## config.mk

```make
export PLATFORM = sky130hd
export DESIGN_NAME = dns_question_name_parser
export DESIGN_NICKNAME = d
export VERILOG_FILES = /design/src/rtl/dqp_pkg.sv /design/src/rtl/dqp_core.sv /design/src/rtl/dqp_outq.sv /design/src/rtl/dns_question_name_parser.sv
export SDC_FILE = /design/constraint.sdc
export NUM_CORES = 1
export LEC_CHECK = 0
export BUFFER_PORTS_ARGS = -buffer_cell sky130_fd_sc_hd__buf_2
export CAP_MARGIN = 20
export CORE_MARGIN = 2
export CORE_UTILIZATION = 35
export CTS_CLUSTER_SIZE = 12
export DETAILED_ROUTE_END_ITERATION = 8
export PLACE_DENSITY = 0.47
export SLEW_MARGIN = 20
export SYNTH_ARGS = -nofsm -noshare
export SYNTH_HDL_FRONTEND = slang
export SYNTH_HIERARCHICAL = 1
export SYNTH_SLANG_ARGS = --single-unit
```

## constraint.sdc

```tcl
create_clock -name clk -period 7.07 [get_ports clk]
set_clock_uncertainty 0.2 [all_clocks]
set_input_delay 0 -clock clk [delete_from_list [all_inputs] [get_ports clk]]
set_output_delay 0 -clock clk [all_outputs]
set_load 0.01 [all_outputs]
```

## src/rtl/dqp_pkg.sv

```systemverilog
// Shared types and constants for the DNS question name parser.
// Used by every module under rtl; depends on nothing else.
package dqp_pkg;

  // Default name capacity in characters, dots included
  localparam int unsigned DQP_MAX_NAME_CHARS = 39;
  // Fixed packet header length in bytes
  localparam int unsigned HEADER_BYTES = 12;
  // Longest legal label
  localparam int unsigned MAX_LABEL = 63;
  // Terminator is followed by qtype and qclass
  localparam int unsigned TAIL_BYTES = 4;

  localparam logic [7:0] DOT_CHAR = 8'h2E;

  // Result kinds
  localparam logic KIND_CHAR   = 1'b0;
  localparam logic KIND_STATUS = 1'b1;

  typedef enum logic [2:0] {
    PH_HEADER = 3'd0,
    PH_LENGTH = 3'd1,
    PH_LABEL  = 3'd2,
    PH_TAIL   = 3'd3,
    PH_DONE   = 3'd4,
    PH_ERROR  = 3'd5
  } phase_t;

  typedef enum logic [2:0] {
    ST_OK             = 3'd0,
    ST_SHORT          = 3'd1,
    ST_TOO_LONG_LABEL = 3'd2,
    ST_OVERRUN        = 3'd3,
    ST_TRUNCATED      = 3'd4,
    ST_PKT_TOO_LONG   = 3'd5
  } status_t;

  // One result item
  typedef struct packed {
    logic        kind;
    logic [7:0]  char_value;
    logic [2:0]  status;
    logic [15:0] question_length;
    logic        is_final;
  } result_t;

  // Up to two result items written to the queue in one cycle, in order
  typedef struct packed {
    logic [1:0] cnt;
    result_t    r0;
    result_t    r1;
  } push_t;

endpackage

```

## src/rtl/dqp_core.sv

```systemverilog
// Parser state and single-pass decode of one packet byte into result items.
// Depends on dqp_pkg.
module dqp_core import dqp_pkg::*; #(
  parameter int unsigned MAX_NAME_CHARS = DQP_MAX_NAME_CHARS
) (
  input  logic       clk,
  input  logic       rst_n,
  input  logic       in_fire,
  input  logic [7:0] data_byte,
  input  logic       last_byte,
  output push_t      push
);

  localparam int unsigned CW = $clog2(MAX_NAME_CHARS + 1);

  logic [15:0]   pos_r, pos_nxt;
  phase_t        phase_r, phase_nxt;
  logic [5:0]    lrem_r, lrem_nxt, lrem_dec;
  logic [CW-1:0] ce_r, ce_nxt;
  logic [2:0]    tail_r, tail_nxt;
  logic          seen_r, seen_nxt;
  status_t       err_r, err_nxt;
  logic [15:0]   nend_r, nend_nxt;

  logic          room;
  logic          emit_chr;
  logic [7:0]    chr;
  status_t       st;
  logic [15:0]   qlen;
  result_t       chr_res;
  result_t       st_res;

  assign room = (ce_r < CW'(MAX_NAME_CHARS));

  // Next state, character and end-of-packet status for the byte on the input
  always_comb begin
    pos_nxt   = pos_r;
    phase_nxt = phase_r;
    lrem_nxt  = lrem_r;
    lrem_dec  = lrem_r;
    ce_nxt    = ce_r;
    tail_nxt  = tail_r;
    seen_nxt  = seen_r;
    err_nxt   = err_r;
    nend_nxt  = nend_r;
    emit_chr  = 1'b0;
    chr       = 8'h00;
    st        = ST_OK;
    qlen      = 16'h0000;

    if (pos_r == 16'hFFFF) begin
      if (err_r == ST_OK) begin
        err_nxt   = ST_PKT_TOO_LONG;
        phase_nxt = PH_ERROR;
      end
    end else begin
      unique case (phase_r)
        PH_HEADER: begin
          if (pos_r >= 16'(HEADER_BYTES - 1)) phase_nxt = PH_LENGTH;
        end
        PH_LENGTH: begin
          if (data_byte == 8'h00) begin
            nend_nxt  = pos_r;
            tail_nxt  = 3'd0;
            phase_nxt = PH_TAIL;
          end else if (data_byte > 8'(MAX_LABEL)) begin
            err_nxt   = ST_TOO_LONG_LABEL;
            phase_nxt = PH_ERROR;
          end else if (last_byte) begin
            err_nxt   = ST_OVERRUN;
            phase_nxt = PH_ERROR;
          end else begin
            // dot between labels, while capacity lasts
            if (seen_r && room) begin
              emit_chr = 1'b1;
              chr      = DOT_CHAR;
              ce_nxt   = ce_r + 1'b1;
            end
            seen_nxt  = 1'b1;
            lrem_nxt  = data_byte[5:0];
            phase_nxt = PH_LABEL;
          end
        end
        PH_LABEL: begin
          if (room) begin
            emit_chr = 1'b1;
            chr      = data_byte;
            ce_nxt   = ce_r + 1'b1;
          end
          if (lrem_r != 6'd0) lrem_dec = lrem_r - 1'b1;
          lrem_nxt = lrem_dec;
          if (lrem_dec == 6'd0) phase_nxt = PH_LENGTH;
        end
        PH_TAIL: begin
          tail_nxt = tail_r + 1'b1;
          if (tail_nxt >= 3'(TAIL_BYTES)) phase_nxt = PH_DONE;
        end
        default: begin
        end
      endcase
      pos_nxt = pos_r + 1'b1;
    end

    // status as it stands after this byte
    if (err_nxt != ST_OK) begin
      st = err_nxt;
    end else begin
      unique case (phase_nxt)
        PH_HEADER: st = ST_SHORT;
        PH_LABEL:  st = ST_OVERRUN;
        PH_DONE: begin
          st   = ST_OK;
          qlen = nend_nxt + 16'(1 + TAIL_BYTES) - 16'(HEADER_BYTES);
        end
        default:   st = ST_TRUNCATED;
      endcase
    end
  end

  // Assemble results: character first, status last
  always_comb begin
    chr_res                 = '0;
    chr_res.kind            = KIND_CHAR;
    chr_res.char_value      = chr;
    st_res                  = '0;
    st_res.kind             = KIND_STATUS;
    st_res.status           = st;
    st_res.question_length  = qlen;
    st_res.is_final         = 1'b1;

    push.r0  = emit_chr ? chr_res : st_res;
    push.r1  = st_res;
    push.cnt = in_fire ? (2'(emit_chr) + 2'(last_byte)) : 2'd0;
  end

  // State registers; the last byte of a packet returns everything to reset
  always_ff @(posedge clk) begin
    if (!rst_n || (in_fire && last_byte)) begin
      pos_r   <= '0;
      phase_r <= PH_HEADER;
      lrem_r  <= '0;
      ce_r    <= '0;
      tail_r  <= '0;
      seen_r  <= 1'b0;
      err_r   <= ST_OK;
      nend_r  <= '0;
    end else if (in_fire) begin
      pos_r   <= pos_nxt;
      phase_r <= phase_nxt;
      lrem_r  <= lrem_nxt;
      ce_r    <= ce_nxt;
      tail_r  <= tail_nxt;
      seen_r  <= seen_nxt;
      err_r   <= err_nxt;
      nend_r  <= nend_nxt;
    end
  end

  a_reset_after_last: assert property (@(posedge clk) disable iff (!rst_n)
    in_fire && last_byte |=> phase_r == PH_HEADER && pos_r == 16'h0000)
    else $error("parser state not cleared after last byte");

  a_two_results_order: assert property (@(posedge clk) disable iff (!rst_n)
    push.cnt == 2'd2 |-> push.r0.kind == KIND_CHAR && push.r1.is_final)
    else $error("two results must be a character then the status");

  a_capacity: assert property (@(posedge clk) disable iff (!rst_n)
    ce_r <= CW'(MAX_NAME_CHARS))
    else $error("character count beyond name capacity");

endmodule

```

## src/rtl/dqp_outq.sv

```systemverilog
// Four-entry result queue: takes up to two items a cycle, gives one a cycle while out_ready is high.
// Depends on dqp_pkg.
module dqp_outq import dqp_pkg::*; (
  input  logic    clk,
  input  logic    rst_n,
  input  push_t   push,
  output logic    ready,
  output logic    out_valid,
  input  logic    out_ready,
  output result_t out_item
);

  localparam int unsigned DEPTH = 4;
  localparam int unsigned AW    = $clog2(DEPTH);
  localparam int unsigned CNTW  = $clog2(DEPTH + 1);

  result_t         mem [DEPTH];
  logic [AW-1:0]   wr_ptr_r, wr_ptr_nxt;
  logic [AW-1:0]   rd_ptr_r, rd_ptr_nxt;
  logic [CNTW-1:0] count_r, count_nxt;
  logic            pop;

  assign out_valid = (count_r != '0);
  assign out_item  = mem[rd_ptr_r];
  assign pop       = out_valid && out_ready;
  // room for the worst case of two items
  assign ready     = (count_r <= CNTW'(DEPTH - 2));

  assign wr_ptr_nxt = wr_ptr_r + AW'(push.cnt);
  assign rd_ptr_nxt = rd_ptr_r + AW'(pop);
  assign count_nxt  = count_r + CNTW'(push.cnt) - CNTW'(pop);

  // Write storage
  always_ff @(posedge clk) begin
    if (push.cnt != 2'd0) mem[wr_ptr_r] <= push.r0;
    if (push.cnt == 2'd2) mem[wr_ptr_r + 1'b1] <= push.r1;
  end

  // Advance pointers and fill count
  always_ff @(posedge clk) begin
    if (!rst_n) begin
      wr_ptr_r <= '0;
      rd_ptr_r <= '0;
      count_r  <= '0;
    end else begin
      wr_ptr_r <= wr_ptr_nxt;
      rd_ptr_r <= rd_ptr_nxt;
      count_r  <= count_nxt;
    end
  end

  a_no_overfill: assert property (@(posedge clk) disable iff (!rst_n)
    count_r <= CNTW'(DEPTH))
    else $error("result queue overfilled");

  a_push_with_room: assert property (@(posedge clk) disable iff (!rst_n)
    push.cnt != 2'd0 |-> count_r <= CNTW'(DEPTH - 2))
    else $error("push without room for two items");

endmodule

```

## src/rtl/dns_question_name_parser.sv

```systemverilog
// Top level of the DNS question name parser: byte stream in, name characters
// and one status item per packet out. Depends on dqp_pkg, dqp_core, dqp_outq.
//
//   channel | dir | tdata                                   | tuser | tlast
//   in_     | in  | [7:0] data_byte                         | -     | last_byte
//   out_    | out | [7:0] char_value [10:8] status          | kind  | is_final
//           |     | [26:11] question_length, [31:27] zero   |       |
//
// One byte is accepted per cycle while in_tready is high; its results are registered into the output queue.
// A byte gives at most two results; the four-entry output queue takes new bytes
// while at most two entries are held, so one byte per cycle is sustained while
// the output drains one item per cycle.
// Reset (rst_n low, synchronous) clears parser state and empties the queue.
// Output stalls back up into in_tready only once the queue holds three items.
module dns_question_name_parser import dqp_pkg::*; #(
  parameter int unsigned MAX_NAME_CHARS = DQP_MAX_NAME_CHARS
) (
  input  logic        clk,
  input  logic        rst_n,
  input  logic        in_tvalid,
  output logic        in_tready,
  input  logic [7:0]  in_tdata,   // [7:0] data_byte
  input  logic        in_tlast,
  output logic        out_tvalid,
  input  logic        out_tready,
  output logic [31:0] out_tdata,  // [7:0] char_value, [10:8] status,
                                  // [26:11] question_length, rest zero
  output logic [0:0]  out_tuser,  // [0] kind
  output logic        out_tlast
);

  logic    in_fire;
  push_t   push;
  result_t head;

  assign in_fire = in_tvalid && in_tready;

  dqp_core #(
    .MAX_NAME_CHARS(MAX_NAME_CHARS)
  ) u_core (
    .clk       (clk),
    .rst_n     (rst_n),
    .in_fire   (in_fire),
    .data_byte (in_tdata),
    .last_byte (in_tlast),
    .push      (push)
  );

  dqp_outq u_outq (
    .clk       (clk),
    .rst_n     (rst_n),
    .push      (push),
    .ready     (in_tready),
    .out_valid (out_tvalid),
    .out_ready (out_tready),
    .out_item  (head)
  );

  // Pack the head item onto the stream
  assign out_tdata = {5'b00000, head.question_length, head.status, head.char_value};
  assign out_tuser = head.kind;
  assign out_tlast = head.is_final;

endmodule
```

==> summary.txt <==
Timing
  • Slew HR: 0.262
  • Final setup fails: 0
  • Peak Freq: 207 MHz
  • Actual slew at the worst max-slew pin: 1.11 ns
  • Final Cycle Share: 0.682
  • RSZ-0062 raised after global routing: no
  • Setup_tns: 0 ns
  • Crit path time final: 4.82 ns
  • Max-slew violations: 0
  • Final Hold Vio Count: 0

CTS
  • Bufs on Longest Clock Path: 2
  • TritonCTS clock tree: yes
  • Clk sink count: 177
  • Num CTS Buffers: 17
  • H-tree depth: 4
  • CTS clk-pin slew, worst paths: 0.07 ns
  • Worst-Skew Late Latency: 0.43 ns
  • Clk root buf: clkbuf_16

Logic synthesis
  • Mapped Avg Cell Area: 11.6 um^2
  • Ys Warns: 6
  • Top cell type's share of synthesized area: 0.352
  • Synth cell types: 67
  • Largest cells by area after synthesis: edfxtp_1, dfxtp_1, mux2_2
  • Mapped Area: 9910 um^2
  • Largest area contributor in the netlist: edfxtp_1
  • Synth Flop Type: edfxtp_1
  • Fraction of registers with async set/reset: 0
  • EDFF count, synth: 116
  • Cell count after synthesis: 851
  • Seq/Total Area, Yosys: 0.475
  • FF+latch count, synth: 177

Detailed routing
  • Iteration-0 DRC Markers: 473
  • Top routing layer used: met4
  • Vias per cell: 5.07
  • WL met2: 10700 um
  • Initial DRT Pass Iterations: 5
  • Remaining DRCs: 0
  • Met1 wire length: 12200 um
  • Per-cell routed wire length: 18.6 um
  • Routed wl met3: 550 um
  • Final wirelength: 23700 um
  • Routed Antenna Nets: 0
  • Vias: 6463

GRT
  • Largest net degree at the start of global routing: 55
  • GRT Total Usage: 0.166
  • Number of global-route vias before repair: 6234
  • GRT overflow: 0
  • Initial antenna violation count: 0
  • First-pass GRT wire length: 37300 um

Worst hold path
  • Hold Crit Start: in_tvalid
  • Worst Hold Class: primary input to flip-flop

Cells and area
  • Fill cell count: 2730
  • Nets: 907
  • Area grow syn2layout: 12.6%
  • Area of the multi-input gates: 4870 um^2
  • Reg area: 4710 um^2
  • Post-layout instance area: 11200 um^2
  • Fraction of layout cells with a size suffix above 1: 0.265

Die
  • Die W: 172 um
  • Initial Utilization: 0.356
  • Die Height: 172 um
  • Core Box Area: 27900 um^2
  • Core Rows: 61
  • Die area: 29700 um^2
  • I/O pin cnt: 49

Run status
  • Status: complete, no violations

Worst setup path
  • CP endpoint kind: flip-flop
  • Critical Path RT: 7.05 ns
  • CP startpoint kind: primary input
  • CP Data Arrival Time: 4.80 ns
  • RR Startpoint: u_core/phase_r[0]
  • CP Max Fanout: 20
  • Setup CP Type: primary input to flip-flop
  • Worst setup startpoint: in_tdata[6]

Pwr
  • Comb pwr share: 0.162
  • Switching Share: 0.278
  • Leak pwr: 4.11 nW
  • Peak VDD IR: 0.176 mV
  • Power Dens Cells: 222 nW/um^2
  • Clk pwr share: 0.371
  • Register share of total power: 0.467
  • Power Total: 2.48 mW
  • Switching pwr: 0.689 mW
  • Internal power component: 1.79 mW

Placed design
  • Post-DP Area: 10400 um^2
  • Final Wtd Congestion: 0.791
  • Final HPWL DP: 15100 um
  • # port buffers: 43

Run
  • Max_cap viols: 0
[state kept, by name, summed over array words and instances, names as in the netlist]
name / flops
u_core/tail_r: 3
u_outq/count_r: 3
u_outq/wr_ptr_r: 2
u_core/nend_r: 16
u_core/err_r: 3
u_core/ce_r: 6
u_outq/rd_ptr_r: 2
u_core/seen_r: 1
u_outq/mem: 116
u_core/pos_r: 16
u_core/phase_r: 3
u_core/lrem_r: 6
[area by class of cell]
class | instances | area share
diodes | 1 | 0.000224
clock buffers | 17 | 0.0381
clock inverters | 15 | 0.0128
inverters | 13 | 0.00437
multi-input cells | 606 | 0.436
flip-flops and latches | 177 | 0.422
well taps | 378 | 0.0424
repair buffers | 68 | 0.0442
[cell usage after synthesis (5+ instances only)]
master and count:
mux2i_1 18, nand3_1 9, clkbuf_1 19, buf_4 20, and3_1 6, edfxtp_1 116, mux4_2 29, a211oi_1 7
buf_2 20, o211ai_1 5, mux2_2 77, nor4_1 10, a21oi_1 47, or3_1 11, inv_1 13, o21ai_0 14
xnor2_1 16, ha_1 10, xor2_1 21, nor2_1 86, nand4_1 8, and2_1 9, mux2_4 20, nor3_1 18
buf_6 5, mux2_1 20, nand2_1 79, dfxtp_1 61, nand2b_1 7
[power by group through the flow]
stage          registers [mW]  logic [mW]  clock network, mW
6_report                 1.16       0.401              0.920
5_1_grt                  1.16       0.444              0.992
4_1_cts                  1.16       0.410              0.949
3_5_place_dp             1.18       0.402                  0
3_3_place_gp             1.18       0.403                  0
2_1_floorplan            1.17       0.275                  0
[cells in the final DEF (no fill, tap or decap), types with 11 or more instances in the layout]
cell	n
inv_1	13
edfxtp_1	116
a21oi_1	45
conb_1	15
mux2_1	20
dlygate4sd3_1	12
o21ai_0	14
mux2_2	77
mux4_2	29
nor3_1	17
xor2_1	21
clkbuf_16	17
nand2_1	78
mux2_4	20
nor2_1	85
xnor2_1	16
or3_1	11
buf_2	43
dfxtp_1	60
mux2i_1	18
[worst paths after layout]
check	to	slack, ns	depth (start not counted)
max	u_outq/mem[1][8]	2.25	14
min	u_core/phase_r[2]	0.11	4
max reg2reg	u_outq/mem[1][8]	2.46	11
min reg2reg	u_core/nend_r[15]	0.26	2
[logic make-up (layout without fill, tap and decap cells)]
family          Yosys count  after routing  share of synthesized area
mux                     164            164                      0.225
other cells               3             16                    0.00114
flops                   177            177                      0.475
compound gates          101            101                     0.0654
buf+inv                  80            113                     0.0442
fa+ha+maj                11             11                     0.0146
xor+xnor                 39             39                     0.0373
simple gates            276            276                      0.138
[metal layers]
layer | track usage | vias to the layer above
li1 | - | 3196
met5 | 0 | -
met2 | 0.260 | 84
met1 | 0.240 | 3166
met3 | 0.0263 | 17
met4 | 0.0409 | 0
[critical path, cell delays in order]
cell           delay, ns
dlygate4sd3_1       0.53
buf_2               0.16
or3_1               0.45
dlygate4sd3_1       0.59
nor3_1              0.18
nand3_1             0.21
nand2_1             0.12
nand2_1             0.22
inv_1               0.20
ha_1                0.25
and2_1              0.29
nor4b_4             0.75
buf_4               0.46
mux2_2              0.38
[through the flow]
stage,cells,worst slack [ns],hold slack (ns),utilization
final,1275,2.25,0.110,0.401
after floorplan,863,2.23,-0.0783,-
after global placement,1227,2.62,0.164,0.373
after detailed placement,1227,2.46,0.161,0.373
after CTS,1271,2.25,0.0893,0.398
after global routing,1274,1.90,0.162,0.401
[repair_timing]
item | 4_1_cts | 5_1_grt
buffers inserted | 0 | 0
gates resized for setup | 0 | 0
endpoints found under the hold margin | 23 | 0
hold buffers | 12 | 0
(Power assumes the default switching activity.)
